--- src/rtl/mrp_pkg.sv ---
`timescale 1ns / 1ps

package mrp_pkg;

  localparam int unsigned MAX_SAMPLING = 4;
  localparam int unsigned BLOCK_SHIFT  = 3;

  // Global pixel coordinate: 16-bit MCU index times at most 32, plus 5 bits.
  localparam int unsigned POS_W  = 21;
  localparam int unsigned SIZE_W = 16;
  localparam int unsigned SAMP_W = 3;
  localparam int unsigned PIX_W  = 24;
  localparam int unsigned ADDR_W = 32;

  typedef enum logic [1:0] {
    CFG_IMAGE_WIDTH  = 2'd0,
    CFG_IMAGE_HEIGHT = 2'd1,
    CFG_H_SAMPLING   = 2'd2,
    CFG_V_SAMPLING   = 2'd3
  } cfg_idx_e;

  // Configuration as it is used: sizes at least one, sampling in range.
  typedef struct packed {
    logic [SIZE_W-1:0] width;
    logic [SIZE_W-1:0] height;
    logic [SAMP_W-1:0] h_samp;
    logic [SAMP_W-1:0] v_samp;
  } cfg_t;

  // Position of the current pixel as seen by the output pipeline.
  typedef struct packed {
    logic [POS_W-1:0] col;
    logic [POS_W-1:0] row;
    logic             kept;
    logic             done;
  } pos_t;

  function automatic logic [SAMP_W-1:0] eff_sampling(input logic [SAMP_W-1:0] s);
    logic [SAMP_W-1:0] r;
    if (s == '0) begin
      r = SAMP_W'(1);
    end else if (s > SAMP_W'(MAX_SAMPLING)) begin
      r = SAMP_W'(MAX_SAMPLING);
    end else begin
      r = s;
    end
    return r;
  endfunction

  function automatic logic [SIZE_W-1:0] eff_size(input logic [SIZE_W-1:0] s);
    return (s == '0) ? SIZE_W'(1) : s;
  endfunction

endpackage

--- src/rtl/mrp_in_if.sv ---
`timescale 1ns / 1ps

interface mrp_in_if;
  logic                        valid;
  logic                        ready;
  logic [mrp_pkg::PIX_W-1:0]   pixel_value;

  modport source (output valid, output pixel_value, input ready);
  modport sink   (input valid, input pixel_value, output ready);
endinterface

--- src/rtl/mrp_out_if.sv ---
`timescale 1ns / 1ps

interface mrp_out_if;
  logic                        valid;
  logic                        ready;
  logic [mrp_pkg::ADDR_W-1:0]  pixel_address;
  logic [mrp_pkg::PIX_W-1:0]   pixel_data;
  logic                        image_done;

  modport source (output valid, output pixel_address, output pixel_data,
                  output image_done, input ready);
  modport sink   (input valid, input pixel_address, input pixel_data,
                  input image_done, output ready);
endinterface

--- src/rtl/mrp_pos.sv ---
`timescale 1ns / 1ps

module mrp_pos (
  input  logic            clk_i,
  input  logic            rst_ni,
  input  logic            step_i,
  input  mrp_pkg::cfg_t   cfg_i,
  output mrp_pkg::pos_t   pos_o
);

  localparam int unsigned LW = mrp_pkg::POS_W;
  localparam int unsigned SW = mrp_pkg::SIZE_W;
  localparam int unsigned MW = SW + mrp_pkg::SAMP_W;

  logic [4:0]    cim_q, cim_d;
  logic [4:0]    rim_q, rim_d;
  logic [SW-1:0] mcol_q, mcol_d;
  logic [SW-1:0] mrow_q, mrow_d;

  logic [5:0]    span_x, span_y;
  logic [MW-1:0] mul_x, mul_y;
  logic [LW-1:0] base_x, base_y;
  logic [LW:0]   next_base_x, next_base_y;
  logic [LW-1:0] col, row;
  logic [4:0]    cim_inc, rim_inc;
  logic [SW-1:0] mcol_inc, mrow_inc;
  logic          col_wrap, row_wrap, mcol_wrap, mrow_wrap;

  assign span_x = {cfg_i.h_samp, 3'b000};
  assign span_y = {cfg_i.v_samp, 3'b000};

  assign mul_x  = MW'(mcol_q) * MW'(cfg_i.h_samp);
  assign mul_y  = MW'(mrow_q) * MW'(cfg_i.v_samp);
  assign base_x = LW'({mul_x, 3'b000});
  assign base_y = LW'({mul_y, 3'b000});

  assign col = base_x + LW'(cim_q);
  assign row = base_y + LW'(rim_q);

  always_comb begin
    pos_o.col  = col;
    pos_o.row  = row;
    pos_o.kept = (6'(cim_q) < span_x) && (6'(rim_q) < span_y) &&
                 (col < LW'(cfg_i.width)) && (row < LW'(cfg_i.height));
    pos_o.done = (col == LW'(cfg_i.width - SW'(1))) &&
                 (row == LW'(cfg_i.height - SW'(1)));
  end

  // The MCU counters wrap once the next MCU would start at or beyond the edge,
  // which is the same test as comparing against the MCU count per line.
  assign next_base_x = (LW + 1)'(base_x) + (LW + 1)'(span_x);
  assign next_base_y = (LW + 1)'(base_y) + (LW + 1)'(span_y);

  assign cim_inc  = cim_q + 5'd1;
  assign rim_inc  = rim_q + 5'd1;
  assign mcol_inc = mcol_q + SW'(1);
  assign mrow_inc = mrow_q + SW'(1);

  assign col_wrap  = (cim_inc == '0) || (6'(cim_inc) >= span_x);
  assign row_wrap  = (rim_inc == '0) || (6'(rim_inc) >= span_y);
  assign mcol_wrap = (mcol_inc == '0) || (next_base_x >= (LW + 1)'(cfg_i.width));
  assign mrow_wrap = next_base_y >= (LW + 1)'(cfg_i.height);

  always_comb begin
    cim_d  = cim_q;
    rim_d  = rim_q;
    mcol_d = mcol_q;
    mrow_d = mrow_q;
    if (step_i) begin
      cim_d = col_wrap ? 5'd0 : cim_inc;
      if (col_wrap) begin
        rim_d = row_wrap ? 5'd0 : rim_inc;
        if (row_wrap) begin
          mcol_d = mcol_wrap ? '0 : mcol_inc;
          if (mcol_wrap) begin
            mrow_d = mrow_wrap ? '0 : mrow_inc;
          end
        end
      end
    end
  end

  always_ff @(posedge clk_i or negedge rst_ni) begin
    if (!rst_ni) begin
      cim_q  <= '0;
      rim_q  <= '0;
      mcol_q <= '0;
      mrow_q <= '0;
    end else begin
      cim_q  <= cim_d;
      rim_q  <= rim_d;
      mcol_q <= mcol_d;
      mrow_q <= mrow_d;
    end
  end

`ifndef ASSERT_OFF
  // Without a step nothing in the position moves.
  a_hold: assert property (@(posedge clk_i) disable iff (!rst_ni)
    !step_i |=> $stable(cim_q) && $stable(rim_q) && $stable(mcol_q) && $stable(mrow_q))
    else $error("position counters moved without a step");

  // A column step that does not wrap leaves the row inside the MCU alone.
  a_col_step: assert property (@(posedge clk_i) disable iff (!rst_ni)
    step_i && !col_wrap |=> cim_q == $past(cim_q) + 5'd1 && $stable(rim_q))
    else $error("column step disturbed the row counter");

  // A kept pixel always lies inside the configured image.
  a_kept_inside: assert property (@(posedge clk_i) disable iff (!rst_ni)
    pos_o.kept |-> col < LW'(cfg_i.width) && row < LW'(cfg_i.height))
    else $error("kept pixel outside the image");
`endif

endmodule

--- src/rtl/mcu_to_raster_pixel_placer.sv ---
`timescale 1ns / 1ps

// A kept pixel passes through the stage 1 register and then the output register.
// Throughput: one input beat per cycle unless the output stalls with stage 1 full;
// each pixel steps the position counters once, and padding pixels give no output.
// Reset (asynchronous, active low) clears the position counters, empties the pipeline
// and loads the configuration defaults: 8x8 image, sampling 1 by 1.
module mcu_to_raster_pixel_placer (
  input  logic                clk_i,
  input  logic                rst_ni,
  input  logic                cfg_we_i,
  input  logic [1:0]          cfg_index_i,
  input  logic [15:0]         cfg_data_i,
  mrp_in_if.sink              pix_in_i,
  mrp_out_if.source           pix_out_o
);

  localparam int unsigned LW = mrp_pkg::POS_W;
  localparam int unsigned SW = mrp_pkg::SIZE_W;
  localparam int unsigned AW = mrp_pkg::ADDR_W;
  localparam int unsigned PW = mrp_pkg::PIX_W;
  localparam int unsigned QW = LW + SW;

  mrp_pkg::cfg_t cfg_q, cfg_d;
  mrp_pkg::pos_t pos;

  logic          in_fire;
  logic          out_en, s1_en;

  logic          s1_valid_q, s1_valid_d;
  logic [LW-1:0] s1_col_q, s1_row_q;
  logic [SW-1:0] s1_w_q;
  logic [PW-1:0] s1_pix_q;
  logic          s1_done_q;

  logic          out_valid_q, out_valid_d;
  logic [AW-1:0] out_addr_q, addr_d;
  logic [PW-1:0] out_data_q;
  logic          out_done_q;
  logic [QW-1:0] prod;

  // Configuration is stored in its effective form.
  always_comb begin
    cfg_d = cfg_q;
    if (cfg_we_i) begin
      unique case (mrp_pkg::cfg_idx_e'(cfg_index_i))
        mrp_pkg::CFG_IMAGE_WIDTH:  cfg_d.width  = mrp_pkg::eff_size(cfg_data_i);
        mrp_pkg::CFG_IMAGE_HEIGHT: cfg_d.height = mrp_pkg::eff_size(cfg_data_i);
        mrp_pkg::CFG_H_SAMPLING:   cfg_d.h_samp =
                                     mrp_pkg::eff_sampling(cfg_data_i[mrp_pkg::SAMP_W-1:0]);
        mrp_pkg::CFG_V_SAMPLING:   cfg_d.v_samp =
                                     mrp_pkg::eff_sampling(cfg_data_i[mrp_pkg::SAMP_W-1:0]);
        default: ;
      endcase
    end
  end

  always_ff @(posedge clk_i or negedge rst_ni) begin
    if (!rst_ni) begin
      cfg_q.width  <= SW'(8);
      cfg_q.height <= SW'(8);
      cfg_q.h_samp <= mrp_pkg::SAMP_W'(1);
      cfg_q.v_samp <= mrp_pkg::SAMP_W'(1);
    end else begin
      cfg_q <= cfg_d;
    end
  end

  // Ready ripples back from the output register through the address stage.
  assign out_en         = !out_valid_q || pix_out_o.ready;
  assign s1_en          = !s1_valid_q || out_en;
  assign pix_in_i.ready = s1_en;
  assign in_fire        = pix_in_i.valid && s1_en;

  mrp_pos u_pos (
    .clk_i  (clk_i),
    .rst_ni (rst_ni),
    .step_i (in_fire),
    .cfg_i  (cfg_q),
    .pos_o  (pos)
  );

  // Stage 1 holds only pixels that produce an output beat.
  assign s1_valid_d = s1_en ? (in_fire && pos.kept) : s1_valid_q;

  always_ff @(posedge clk_i or negedge rst_ni) begin
    if (!rst_ni) begin
      s1_valid_q <= 1'b0;
    end else begin
      s1_valid_q <= s1_valid_d;
    end
  end

  always_ff @(posedge clk_i) begin
    if (in_fire) begin
      s1_col_q  <= pos.col;
      s1_row_q  <= pos.row;
      s1_w_q    <= cfg_q.width;
      s1_pix_q  <= pix_in_i.pixel_value;
      s1_done_q <= pos.done;
    end
  end

  assign prod   = QW'(s1_row_q) * QW'(s1_w_q);
  assign addr_d = prod[AW-1:0] + AW'(s1_col_q);

  assign out_valid_d = out_en ? s1_valid_q : out_valid_q;

  always_ff @(posedge clk_i or negedge rst_ni) begin
    if (!rst_ni) begin
      out_valid_q <= 1'b0;
    end else begin
      out_valid_q <= out_valid_d;
    end
  end

  always_ff @(posedge clk_i) begin
    if (out_en && s1_valid_q) begin
      out_addr_q <= addr_d;
      out_data_q <= s1_pix_q;
      out_done_q <= s1_done_q;
    end
  end

  assign pix_out_o.valid         = out_valid_q;
  assign pix_out_o.pixel_address = out_addr_q;
  assign pix_out_o.pixel_data    = out_data_q;
  assign pix_out_o.image_done    = out_done_q;

`ifndef ASSERT_OFF
  // A waiting stage 1 beat keeps its contents while the output is stalled.
  a_s1_hold: assert property (@(posedge clk_i) disable iff (!rst_ni)
    s1_valid_q && !out_en |=> s1_valid_q && $stable(s1_col_q) && $stable(s1_row_q) &&
                              $stable(s1_pix_q) && $stable(s1_done_q))
    else $error("stage 1 beat changed while stalled");

  // An empty stage 1 never blocks the input.
  a_ready_empty: assert property (@(posedge clk_i) disable iff (!rst_ni)
    !s1_valid_q |-> pix_in_i.ready)
    else $error("input stalled with an empty pipeline");

  // Only in-image columns reach the address stage.
  a_s1_col: assert property (@(posedge clk_i) disable iff (!rst_ni)
    s1_valid_q |-> s1_col_q < LW'(s1_w_q))
    else $error("column beyond image width in address stage");

  // A beat moves from stage 1 to the output whenever the output can take it.
  a_s1_move: assert property (@(posedge clk_i) disable iff (!rst_ni)
    s1_valid_q && out_en |=> out_valid_q && out_data_q == $past(s1_pix_q))
    else $error("stage 1 beat not transferred to output");
`endif

endmodule

--- src/flat_wrapper.sv ---
// flat-port wrapper written by rule: the top's interface ports become plain ports
module mcu_to_raster_pixel_placer_flat 
  (clk_i, rst_ni, cfg_we_i, cfg_index_i, cfg_data_i, pix_in_i_valid, pix_in_i_pixel_value, pix_in_i_ready, pix_out_o_valid, pix_out_o_pixel_address, pix_out_o_pixel_data, pix_out_o_image_done, pix_out_o_ready);
  mrp_in_if pix_in_i_i ();
  mrp_out_if pix_out_o_i ();
  input  logic clk_i;
  input  logic rst_ni;
  input  logic cfg_we_i;
  input  logic [1:0] cfg_index_i;
  input  logic [15:0] cfg_data_i;
  input wire logic [$bits(pix_in_i_i.valid)-1:0] pix_in_i_valid;
  input wire logic [$bits(pix_in_i_i.pixel_value)-1:0] pix_in_i_pixel_value;
  output wire logic [$bits(pix_in_i_i.ready)-1:0] pix_in_i_ready;
  output wire logic [$bits(pix_out_o_i.valid)-1:0] pix_out_o_valid;
  output wire logic [$bits(pix_out_o_i.pixel_address)-1:0] pix_out_o_pixel_address;
  output wire logic [$bits(pix_out_o_i.pixel_data)-1:0] pix_out_o_pixel_data;
  output wire logic [$bits(pix_out_o_i.image_done)-1:0] pix_out_o_image_done;
  input wire logic [$bits(pix_out_o_i.ready)-1:0] pix_out_o_ready;
  assign pix_in_i_i.valid = pix_in_i_valid;
  assign pix_in_i_i.pixel_value = pix_in_i_pixel_value;
  assign pix_in_i_ready = pix_in_i_i.ready;
  assign pix_out_o_valid = pix_out_o_i.valid;
  assign pix_out_o_pixel_address = pix_out_o_i.pixel_address;
  assign pix_out_o_pixel_data = pix_out_o_i.pixel_data;
  assign pix_out_o_image_done = pix_out_o_i.image_done;
  assign pix_out_o_i.ready = pix_out_o_ready;
  mcu_to_raster_pixel_placer u_core (.clk_i(clk_i), .rst_ni(rst_ni), .cfg_we_i(cfg_we_i), .cfg_index_i(cfg_index_i), .cfg_data_i(cfg_data_i), .pix_in_i(pix_in_i_i), .pix_out_o(pix_out_o_i));
endmodule
--- config.mk ---
export PLATFORM = sky130hd
export DESIGN_NAME = mcu_to_raster_pixel_placer_flat
export DESIGN_NICKNAME = d
export VERILOG_FILES = /design/src/rtl/mrp_pkg.sv /design/src/rtl/mrp_in_if.sv /design/src/rtl/mrp_out_if.sv /design/src/rtl/mrp_pos.sv /design/src/rtl/mcu_to_raster_pixel_placer.sv /design/src/flat_wrapper.sv
export SDC_FILE = /design/constraint.sdc
export NUM_CORES = 1
export LEC_CHECK = 0
export ABC_AREA = 0
export BUFFER_PORTS_ARGS = -buffer_cell sky130_fd_sc_hd__buf_2
export CAP_MARGIN = 20
export CORE_MARGIN = 2
export CORE_UTILIZATION = 40
export CTS_BUF_LIST = sky130_fd_sc_hd__clkbuf_4
export CTS_CLUSTER_SIZE = 16
export DETAILED_ROUTE_END_ITERATION = 12
export GPL_ROUTABILITY_DRIVEN = 0
export GPL_TIMING_DRIVEN = 0
export PLACE_DENSITY = 0.64
export SETUP_SLACK_MARGIN = 0.5
export SLEW_MARGIN = 20
export SYNTH_ARGS = -nofsm -noshare
export SYNTH_HDL_FRONTEND = slang
export SYNTH_SLANG_ARGS = --single-unit
export TNS_END_PERCENT = 50
--- constraint.sdc ---
create_clock -name clk_i -period 7.6 [get_ports clk_i]
set_input_delay 0.38 -clock clk_i [delete_from_list [all_inputs] [get_ports clk_i]]
set_output_delay 0.38 -clock clk_i [all_outputs]
set_load 0.01 [all_outputs]
# Word level (Yosys, flattened, before mapping)
# Index checks and enable logic that the tools add are counted.
# totals
ff_bits	222
inputBits	47
output_inout_bits	59
# classes
order_cmp	9
addsub	11
n_eq_ne	5
muxes	7
mul	3
reduce_logical	27
# op_table
op	n
16-bit two-way mux	3
21-bit by 6-bit adder with 22-bit output	2
22-bit by 16-bit greater-or-equal comparator with 1-bit output	2
21-bit by 5-bit adder with 21-bit output	2
21-bit == test	2
21-bit by 16-bit < comparator with 1-bit output	2
16-bit by 3-bit multiplier with 18-bit output	2
16-bit by 1-bit subtractor with 17-bit output, second input constant	2
16-bit by 1-bit adder with 16-bit output, second input constant	2
32-bit by 21-bit adder with 32-bit output	1
16-bit zero test	2
21-bit by 16-bit multiplier with 32-bit output	1
5-bit by 6-bit greater-or-equal comparator with 1-bit output	2
5-bit by 6-bit < comparator with 1-bit output	2
5-bit by 1-bit adder with 5-bit output, second input constant	2
5-bit zero test	2
5-bit two-way mux	2
2-bit AND reduction	5
1-bit logical AND	7
3-bit two-way mux	2
1-bit logical OR	5
2-bit == test, second input constant	2
4-bit AND reduction	1
3-bit > comparator, second input constant	1
other kinds (5)	6

# Logic depth before layout (Yosys ltp)
# Gate-level depths: netlist (run 1).
# depth
ltp_word	6
depth_mapped	27
depth_no_buf	25

# Hierarchy
# Synthesis (run 1) repeated with hierarchy kept, for this count alone.
# hier_totals
hier_cells	2763
area_unflattened_um2	26023.7
# by_module_without_submodules
mod	n_inst	area_per_inst_um2	cells_per_inst
mcu_to_raster_pixel_placer	1	16793.6	1541
mrp_pos	1	9230.1	1222

# Worst setup path after synthesis (run 1)
# OpenSTA, ideal clock, no wires.
# synth_timing
kind	flip-flop to flip-flop
start	register u_core.s1_row_q[5]
end	register u_core.out_addr_q[28], in the netlist u_core.pix_out_o.pixel_address[28] (data pin)
setup_ns	0.262
slack_ns	1.221
arrival_time_ns	6.117
required_ns	7.338
path_stages_with_launch	22
cell_sequence	edfxtp_1 -> clkbuf_1 -> nand2_1 -> fa_1 -> inv_1 -> fa_1 -> fa_1 -> inv_1 -> fa_1 -> fa_1 -> inv_1 -> fa_1 -> ha_1 -> a21o_1 -> a41oi_1 -> o31ai_1 -> o41ai_2 -> o21ai_0 -> and2_1 -> a41o_1 -> o31ai_1 -> xnor2_1
# synth_between
elab_chain_cells	2
# synth_lines
element	line	source
start, declared	mcu_to_raster_pixel_placer.sv:31	logic [LW-1:0] s1_col_q, s1_row_q;
start signal, assigned	mcu_to_raster_pixel_placer.sv:97	s1_row_q <= pos.row;
21-bit by 16-bit multiplier with 32-bit output	mcu_to_raster_pixel_placer.sv:104	assign prod = QW'(s1_row_q) * QW'(s1_w_q);
32-bit by 21-bit adder with 32-bit output	mcu_to_raster_pixel_placer.sv:105	assign addr_d = prod[AW-1:0] + AW'(s1_col_q);
net u_core.addr_d[28]	mcu_to_raster_pixel_placer.sv:37	logic [AW-1:0] out_addr_q, addr_d;
end signal, assigned	mcu_to_raster_pixel_placer.sv:119	out_addr_q <= addr_d;
end, declared	mcu_to_raster_pixel_placer.sv:37	
# The timed path passes the listed nets, and every way through them passes these cells.
# A chain may end at the register's enable or synchronous reset.

# Worst setup path after layout (run 1)
# layout_timing
start	register u_core.s1_row_q[0]
end	register u_core.out_addr_q[30], in the netlist u_core.pix_out_o.pixel_address[30] (data pin)
# The elaborated chain is that of the path after synthesis.

==> impl_results.md, run 1 <==
* Routed Antenna Nets at 0
* IO Port Bufs at 105
* Slowest-stage cell, CP: fa_1
* Overall Global Routing Usage at around a fifth
* Internal at 6.92 mW
* Switching share of power at between 40% and 50%
* Pre-antenna DRT Iters at 6
* Yosys warning count at 0
* Via density at roughly 5.1
* Layout cells sized above 1 at 11.7%
* Tightest Pin Transition at 0.831 ns
* Clock tree buffer depth at 3
* First-pass GRT wire length at between 100000 and 150000 um
* Final nets at ~3600
* Unrepaired setup endpoints after global routing: yes
* Placed Area at between 20000 and 30000 um2
* Synthesized flop and latch total at ~220
* WL per Instance at 16.7 um
* Net Count, Synth at 3377
* Critical Path RT at ~8.2 ns
* Combinational share of power at 73.9%
* Crit-path max cell delay at approximately 0.54 ns
* # setup viols final at 0
* Hold Crit Class: in2reg
* VDD IR-drop max at between 0.6 and 0.7 mV
* Syn-to-layout area delta at 13.0%
* Finished Cell Area at around 29000 um2
* Sequential power share at 16.2%
* Placed Cells incl. Taps at 3783
* DRC violations left at 0
* Final WL at approximately 67000 um
* Switching power at ~6.3 mW
* TritonCTS clock tree: done
* Finished Layout Cells at between 3000 and 4000
* CTS clock-pin slew for the worst setup and hold paths at around 0.06 ns
* Clock sinks at between 200 and 250
* Seq/Total Area, Yosys at 24.1%
* Worst Hold Margin at about 0.27 ns
* Final period utilization at a little over 90%
* Initial antenna violation count at 2
* Crit. End Element: register
* Starting Density at 40.4%
* PD cells at around 450 nW/um2
* Row count at 93
* Final Hold Fails at 0
* # Max-Cap Violations at 0
* DP Wirelength at approximately 53000 um
* Fin. max-slew vios at 0
* Top cell by count, worst path: fa_1
* Fin crit period at between 6 and 7 ns
* Die ar. at 67100 um2
* Crit path max-delay family: adder cells
* TritonCTS buffer count at around 70
* Vias in the first global route at 21100
* Leakage at approximately 14 nW
* Asr flop ratio synth at a little under two fifths
* CP Max Fanout at 10
* Aggregate global routing overflow at 0
* CP Launch Type: register
* Buf/Inv on CP at 5
* Worst-Skew Late Latency at about 0.82 ns
* Vias after detailed routing at between 20000 and 25000
* Initial DRC count at approximately 1300
* CP Cell Sequence: clkbuf_2 -> nand2_1 -> fa_1 -> fa_1 -> fa_1 -> inv_1 -> fa_1 -> inv_1 -> fa_1 -> fa_1 -> inv_1 -> ha_1 -> nand2_1 -> nor2_1 -> a21oi_1 -> o31ai_2 -> o41ai_4 -> buf_4 -> o21ai_0 -> and2_1 -> a221o_1 -> a21oi_1 -> xnor2_1
* Fillers at 6191
* Main area contributors after synthesis: fa_1, edfxtp_1, ha_1
* Slew HR at about 44%
* Most used flip-flop cell after synthesis: edfxtp_1
* Core Box Area at 64300 um2
* Largest net degree at the start of global routing at 62
* Ports at roughly 110
* Syn Inst Count at about 2800
* Die Wd at approximately 260 um
* Area leader, netlist: fa_1
* Unique masters post-synth at 93
* H-Tree Depth at 3
* Clock Skew at ~0.07 ns
* Highest Clock Rate at approximately 0.15 GHz
* Post-Syn Area at around 26000 um2
* Post-synth EDFFs at between 100 and 150
* Worst Path Arrival at about 7.4 ns
* CP Class: reg2reg
* Area of the multi-input gates at 17500 um2
* Register area at between 6000 and 7000 um2
* Avg Cell Area, Syn at 9.23 um2
* Post-route setup TNS at 0 ns
* Clock power share at 10.0%
* Synth top area share at 23.9%
* Die H at between 200 and 300 um
* Root Buffer Master: clkbuf_4
* Run status: finished, final reports clean
[flip-flops by register name, summed over array words and instances, names as in the netlist]
register	cells
u_core.pix_out_o.image_done	1
u_core.pix_out_o.pixel_address	32
u_core.s1_done_q	1
u_core.pix_out_o.valid	1
u_core.s1_col_q	21
u_core.s1_w_q	16
u_core.cfg_q	38
u_core.u_pos.cim_q	5
u_core.s1_valid_q	1
u_core.u_pos.rim_q	5
u_core.u_pos.mrow_q	16
u_core.pix_out_o.pixel_data	24
u_core.s1_pix_q	24
u_core.u_pos.mcol_q	16
u_core.s1_row_q	21
[what timing repair did]
item,CTS,global route
setup endpoints to repair,30,35
cloned,0,0
hold endpoints to repair,141,0
resized for setup,21,80
hold buffers,48,0
pin swaps,1,1
setup buffers,2,12
[final cells by class]
class,instances,area share (%)
clock inverter,25,0.659
buffer,111,1.78
sequential,222,21.3
multi-input combinational,1980,59.4
tap,855,3.64
timing repair buffer,171,4.11
inverter,506,6.47
antenna,2,0.0170
clock buffer,102,2.60
[cells in the final DEF (no fill, tap or decap), types with 69 or more instances in the layout]
master / Yosys / layout
nor2_1: 90 / 90
edfxtp_1: 140 / 140
buf_2: 9 / 115
nand2_1: 407 / 407
inv_1: 506 / 505
o21ai_0: 83 / 82
xnor2_1: 113 / 113
ha_1: 200 / 200
a21oi_1: 70 / 69
clkbuf_4: 0 / 112
and2_1: 129 / 128
fa_1: 311 / 311
dfrtp_1: 78 / 78
[synth_stat cells (all sizes together), types with 70 or more instances]
cell,number
and2,129
o21ai,112
xnor2,116
edfxtp,140
a21oi,70
fa,311
inv,506
clkbuf,98
ha,200
nor2,90
dfrtp,78
nand2,407
[power groups by stage]
| stage | sequential, mW | combinational (mW) | clock (mW) |
|---|---|---|---|
| after floorplan | 2.15 | 7.38 | 0 |
| after global placement | 2.16 | 9.29 | 0 |
| after detailed placement | 2.16 | 9.44 | 0 |
| after CTS | 2.14 | 9.72 | 1.37 |
| after global routing | 2.16 | 11.2 | 1.43 |
| final | 2.13 | 9.74 | 1.32 |
[final timing paths]
path	from	endpoint	slack [ns]	cells past startpoint
min	pix_in_i_pixel_value[15]	u_core.s1_pix_q[15]	0.27	2
min in group asynchronous	rst_ni	u_core.cfg_q[10]	0.57	3
min reg2reg	u_core.s1_pix_q[3]	u_core.pix_out_o.pixel_data[3]	0.41	0
max	u_core.s1_row_q[0]	u_core.pix_out_o.pixel_address[30]	0.71	23
max reg2reg	u_core.s1_row_q[0]	u_core.pix_out_o.pixel_address[30]	0.71	23
max in group asynchronous	rst_ni	u_core.u_pos.mcol_q[11]	5.77	4
[logic make-up after synthesis]
logic type                 synth area share (%)
buffers and inverters                      8.99
xor gates and xnor gates                   5.62
AOI/OAI and AO/OA                          9.00
muxes                                      1.14
adders and majority gates                  33.5
and+or+nand+nor                            17.6
DFF                                        24.1
[per-stage QoR]
stage / worst slack (ns) / power (mW) / utilization (%)
floorplan: 1.22 / 9.53 / -
global placement: -0.0779 / 11.5 / 42.9
detailed placement: -0.0661 / 11.6 / 43.1
CTS: 0.465 / 13.2 / 45.4
global route: 0.462 / 14.8 / 45.7
finish: 0.711 / 13.2 / 45.7
[layer usage]
metal | vias up | routed length [um] | share of wire, % | track usage (%)
met4 | 0 | 2030 | 3.0 | 6.86
met2 | 507 | 31800 | 48 | 34.8
met1 | 9938 | 29300 | 44 | 27.1
met5 | - | 0 | 0 | 0
li1 | 9650 | - | - | -
met3 | 131 | 3420 | 5.1 | 3.36
Note: power is estimated with default switching activity, not from simulation.
==> run 2, diff against run 1 <==
GPL_TIMING_DRIVEN = not set   (was 0)
==> run 2 against run 1 <==
Effect of this change:
- global-route usage fell by 1.3 points
- register-to-register slack gained 0.19 ns
- flip-flop and latch count is the same
- critical path type unchanged
- clock power shrank 14%
- first-iteration DRC count is 20% lower
- hold slack got worse by 0.022 ns
- routed wire length decreased by 5.1%
- critical path depth decreased by 2
- fmax up 2.8%
==> impl_results.md, run 2 (synthesis results as in run 1) <==
* Core Box Area at 64300 um2
* Fin. max-slew vios at 0
* Dpl ws at approximately 0.46 ns
* First-pass GRT wire length at roughly 100000 um
* Placed Cells incl. Taps at 3699
* Finished Layout Cells at 3883
* Tightest Pin Transition at ~0.98 ns
* R2R setup slack at between 0.8 and 0.9 ns
* Final period utilization at between 80% and 90%
* Clock Skew at between 0.05 and 0.06 ns
* Most common cell after layout, fill and taps aside: inv_1
* Worst R2R End: u_core.pix_out_o.pixel_address[31]
* Slew HR at a little over a third
* IO Port Bufs at about 110
* VDD IR-drop max at around 0.64 mV
* Internal at 6.69 mW
* TritonCTS clock tree: done
* Starting Density at slightly above 40%
* Final worst slack at ~0.9 ns
* Ports at 106
* CTS clock-pin slew for the worst setup and hold paths at ~0.07 ns
* Vias in the first global route at roughly 20000
* # Max-Cap Violations at 0
* DP Wirelength at 49500 um
* Placed Area at 27400 um2
* Switching power at ~6 mW
* Largest net degree at the start of global routing at 87
* Worst-Skew Late Latency at around 0.85 ns
* WL per Instance at between 15 and 20 um
* Hold Crit Class: in2reg
* Aggregate global routing overflow at 0
* Worst reg2reg startpoint: u_core.s1_row_q[10]
* Largest Register: u_core.cfg_q
* Unrepaired setup endpoints after global routing: no
* Fin util at between 40 and 50%
* TritonCTS buffer count at around 60
* CP Max Fanout at 12
* Die ar. at 67100 um2
* H-Tree Depth at 2
* Run status: finished, final reports clean
* Root Buffer Master: clkbuf_4
* Final Hold Fails at 0
* Clock power share at roughly 9.0%
* CP Class: reg2reg
* Vias after detailed routing at between 15000 and 20000
* # setup viols final at 0
* Fillers at 6219
* Sequential power share at about 18%
* Routed Antenna Nets at 0
* Final WL at approximately 63000 um
* Switching share of power at about 47%
* Pre-antenna DRT Iters at 7
* Clock tree buffer depth at 3
* Initial DRC count at roughly 1100
* CP Launch Type: register
* Critical Path RT at 8.19 ns
* Leakage at roughly 14 nW
* Syn-to-layout area delta at 11.0%
* Max reg flops at 38
* Clock sinks at roughly 220
* Critical path capture point: u_core.pix_out_o.pixel_address[31]
* DRC violations left at 0
* Crit. End Element: register
* Initial antenna violation count at 2
* Depth of the most critical reg-to-reg path at 21
* Row count at between 90 and 100
* Die H at 259 um
* Via density at 5.05
* Die Wd at approximately 260 um
* Layout cells sized above 1 at 10.8%
* Highest Clock Rate at 0.149 GHz
* Fin crit period at between 6 and 7 ns
* CP Launch Point: u_core.s1_row_q[10]
* Post-route setup TNS at 0 ns
* Overall Global Routing Usage at between 10% and 20%
* Worst Path Arrival at 7.29 ns
* Finished Cell Area at 28900 um2
* Most frequent cells in the layout: inv_1, nand2_1, fa_1
* Combinational share of power at between 70% and 80%
* Final nets at ~3500
* PD cells at ~440 nW/um2
-- run 2: cell count changes in the layout (fill, tap and decap cells not counted), moves of 11 or more --
| cell | change |
|---|---|
| buf_2 | -11 |
| clkbuf_2 | -29 |
| clkbuf_1 | -56 |
| buf_4 | +38 |
| clkbuf_4 | -18 |
-- run 2: per-layer routing --
layer / GRT usage (%) / routed length (um) / up-vias
met5: 0 / 27 / -
met4: 5.99 / 1750 / 4
met3: 2.89 / 3390 / 104
met2: 31.7 / 29300 / 451
met1: 26.7 / 28600 / 9569
li1: - / - / 9471
-- run 2: cell type report --
| type | instances | area, um2 | area share [%] |
|---|---|---|---|
| clock buffers | 94 | 706 | 2.44 |
| multi-input cells | 1980 | 17400 | 60.4 |
| diodes | 1 | 2.50 | 0.00866 |
| repair buffers | 206 | 1410 | 4.89 |
| clock inverters | 19 | 100 | 0.346 |
| well taps | 855 | 1070 | 3.70 |
| inverters | 506 | 1900 | 6.58 |
| flip-flops and latches | 222 | 6260 | 21.7 |
-- run 2: what timing repair did --
action / 4_1_cts / 5_1_grt
endpoints found under the hold margin: 100 / 0
gates resized for setup: 0 / 3
setup endpoints to repair: 2 / 7
buffers inserted: 1 / 22
hold buffers: 47 / 0
-- run 2: how the worst min path moves through the flow --
| stage | startpoint | endpoint | slack, ns | cells past startpoint |
|---|---|---|---|---|
| 6_report | pix_in_i_valid | u_core.u_pos.cim_q[4] | 0.25 | 3 |
| 5_1_grt | pix_in_i_pixel_value[16] | u_core.s1_pix_q[16] | 0.17 | 2 |
| 4_1_cts | pix_in_i_pixel_value[13] | u_core.s1_pix_q[13] | 0.16 | 2 |
| 3_5_place_dp | rst_ni | u_core.pix_out_o.valid | 0.39 | 1 |
| 3_3_place_gp | rst_ni | u_core.s1_valid_q | 0.39 | 1 |
| 2_1_floorplan | rst_ni | u_core.cfg_q[10] | 0.08 | 0 |
-- run 2: power groups by stage --
stage	clock network, mW	registers (mW)	logic, mW
floorplan	0	2.15	7.38
global placement	0	2.28	9.13
detailed placement	0	2.28	9.32
CTS	1.20	2.26	9.40
global route	1.25	2.27	10.8
finish	1.14	2.24	9.32
-- run 2: critical path, stage by stage, from the launching register on --
cell	delay [ns]
edfxtp_1	0.65
nand2_1	0.13
fa_1	0.50
inv_1	0.05
fa_1	0.45
fa_1	0.51
inv_1	0.05
fa_1	0.46
fa_1	0.54
inv_1	0.05
fa_1	0.48
ha_1	0.39
a21o_1	0.25
a21oi_1	0.15
nor2b_1	0.07
o31ai_1	0.32
a21oi_2	0.16
a41oi_1	0.27
o2bb2ai_1	0.25
o21ai_1	0.25
a221oi_1	0.36
xnor2_1	0.12
-- run 2: metrics by stage --
step	power (mW)	hold slack [ns]
5_1_grt	14.3	0.169
6_report	12.7	0.252
2_1_floorplan	9.53	0.0844
4_1_cts	12.9	0.161
3_3_place_gp	11.4	0.388
3_5_place_dp	11.6	0.390
==> run 3, diff against run 2 <==
BUFFER_PORTS_ARGS = not set   (was -buffer_cell sky130_fd_sc_hd__buf_2)
DONT_BUFFER_PORTS = 1   (was not set)
PLACE_DENSITY = 0.62   (was 0.64)
==> run 3 against run 2 <==
Effect of this change:
- die area stayed put
- clock skew is 0.034 ns higher
- register-to-register slack hardly changed
- non-clock buffer count is 86 lower
- design area is 0.89% lower
- setup slack worse by 0.0065 ns
- total power is 0.66% higher
- highest routed layer unchanged
==> impl_results.md, run 3 (synthesis results as in run 1) <==
* Slowest-stage cell, CP: edfxtp_1
* Clock tree buffer depth at 3
* Root Buffer Master: clkbuf_4
* TritonCTS clock tree: done
* Finished Cell Area at roughly 29000 um2
* PD cells at between 400 and 500 nW/um2
* Switching share of power at between 40% and 50%
* Worst reg2reg startpoint: u_core.s1_w_q[15]
* Top cell by count, worst path: fa_1
* Crit. End Element: register
* Leakage at approximately 13 nW
* Core Box Area at between 60000 and 70000 um2
* H-Tree Depth at 2
* Crit-path max cell delay at roughly 0.77 ns
* Tightest Pin Transition at 0.978 ns
* Fin. max-slew vios at 0
* Vias after detailed routing at between 20000 and 25000
* Vias in the first global route at 20700
* # setup viols final at 0
* Post-route setup TNS at 0 ns
* Placed Cells incl. Taps at roughly 3600
* IO Port Bufs at 0
* Highest Clock Rate at 0.149 GHz
* Unrepaired setup endpoints after global routing: yes
* Syn-to-layout area delta at 10.0%
* Via density at 5.27
* Hold Startpoint: cfg_data_i[8]
* DRC violations left at 0
* Worst Hold Margin at a little over 0.1 ns
* Most frequent cells in the layout: inv_1, nand2_1, fa_1
* Final Hold Fails at 0
* CP Launch Type: register
* CP Class: reg2reg
* Switching power at roughly 6.1 mW
* Routed Antenna Nets at 0
* VDD IR-drop max at 0.494 mV
* Die Wd at approximately 260 um
* Initial DRC count at around 1400
* Pre-antenna DRT Iters at 9
* Aggregate global routing overflow at 0
* Worst Path Arrival at approximately 7.3 ns
* Run status: finished, final reports clean
* R2R setup slack at a little under 0.9 ns
* Starting Density at about 40%
* Clock sinks at 222
* Internal at approximately 6.7 mW
* Worst R2R End: u_core.pix_out_o.pixel_address[28]
* Critical Path RT at 8.18 ns
* CTS clock-pin slew for the worst setup and hold paths at roughly 0.070 ns
* Final period utilization at 88.3%
* Initial antenna violation count at 7
* Max reg flops at 38
* Final WL at 65300 um
* Clock power share at ~9%
* TritonCTS buffer count at 60
* Finished Layout Cells at ~3800
* Largest net degree at the start of global routing at 83
* WL per Instance at between 15 and 20 um
* Hold EP: u_core.cfg_q[22]
* Slew HR at approximately a third
* Sequential power share at around 18%
* DP Wirelength at between 50000 and 60000 um
* Layout cells sized above 1 at 8.02%
* Ports at 106
* Die ar. at ~67000 um2
* Final nets at 3448
* Overall Global Routing Usage at a little under 20%
* Die H at 259 um
* Depth of the most critical reg-to-reg path at 22
* Most common cell after layout, fill and taps aside: inv_1
* Combinational share of power at 73.0%
* Final Total Pwr at 12.8 mW
* Placed Area at 26800 um2
* CP Max Fanout at 17
* CP Cell Sequence: nand2_1 -> fa_1 -> fa_1 -> fa_1 -> inv_1 -> fa_1 -> inv_1 -> fa_1 -> fa_1 -> inv_1 -> ha_1 -> nand2_1 -> nor2_1 -> a21oi_1 -> o31ai_1 -> o41ai_2 -> buf_4 -> o21ai_0 -> and2_1 -> a41o_1 -> o31ai_1 -> xnor2_1
* # Max-Cap Violations at 0
* First-pass GRT wire length at 107000 um
* Fin crit period at about 6.7 ns
* Hold Crit Class: in2reg
* Row count at 93
* Hold path cells at 3
* Clock Skew at approximately 0.084 ns
* Worst-Skew Late Latency at 0.84 ns
* Largest Register: u_core.cfg_q
-- run 3: changes by cell type in the layout (fill, tap and decap cells not counted), moves of 3 or more --
cell	before	now
diode_2	1	5
clkbuf_4	94	99
dlygate4sd3_1	47	59
buf_2	104	0
clkinv_1	13	8
buf_12	0	3
-- run 3: worst max-delay path by stage --
| stage | from | to | slack, ns |
|---|---|---|---|
| 6_report | u_core.s1_w_q[15] | u_core.pix_out_o.pixel_address[28] | 0.89 |
| 5_1_grt | u_core.s1_w_q[3] | u_core.pix_out_o.pixel_address[29] | 0.49 |
| 4_1_cts | u_core.s1_w_q[8] | u_core.pix_out_o.pixel_address[31] | 0.52 |
| 3_5_place_dp | u_core.s1_row_q[7] | u_core.pix_out_o.pixel_address[31] | 0.56 |
| 3_3_place_gp | u_core.s1_row_q[7] | u_core.pix_out_o.pixel_address[31] | 0.69 |
| 2_1_floorplan | u_core.s1_row_q[5] | u_core.pix_out_o.pixel_address[28] | 1.22 |
-- run 3: stage by stage --
stage                     utilization, %  setup slack, ns
after floorplan                        -             1.22
after global placement              41.7            0.687
after detailed placement            41.7            0.565
after CTS                           44.0            0.515
after global routing                44.5            0.491
final                               44.5            0.891
-- run 3: power by group through the flow --
stage	Combinational, mW	Sequential [mW]	Clock (mW)
after floorplan	7.38	2.15	0
after global placement	9.02	2.33	0
after detailed placement	9.20	2.34	0
after CTS	9.33	2.31	1.20
after global routing	10.8	2.32	1.26
final	9.33	2.29	1.16
-- run 3: timing repair --
action                     CTS  global route
cloned                       0             0
hold buffers                60             0
hold endpoints to repair   145             0
setup endpoints to repair    1             7
gates resized for setup      0             4
setup buffers                5            30
-- run 3: area by class of cell --
cell class	instances	area, um2
Fill cell	6134	35700
Multi-Input combinational cell	1980	17400
Sequential cell	222	6260
Inverter	506	1900
Timing Repair Buffer	120	1110
Tap cell	855	1070
Clock buffer	99	743
Clock inverter	15	86.3
Antenna cell	5	12.5
-- run 3: per-layer routing --
metal / vias to the layer above / global-route usage (%) / share of wire (%)
met1: 9910 / 25.3 / 42
met4: 8 / 7.66 / 3.9
met2: 682 / 33.0 / 47
li1: 9282 / - / -
met5: - / 0 / 0.086
met3: 160 / 3.71 / 6.6
-- run 3: critical path: cells and delay by family, from the launching register on --
family	cells	cell delay, ns
AND/OR/NAND/NOR	4	0.59
adder cells (fa/ha/maj)	7	3.51
flip-flops	1	0.77
XOR/XNOR	1	0.11
buffers and inverters	4	0.33
AO/OA/AOI/OAI	6	1.18
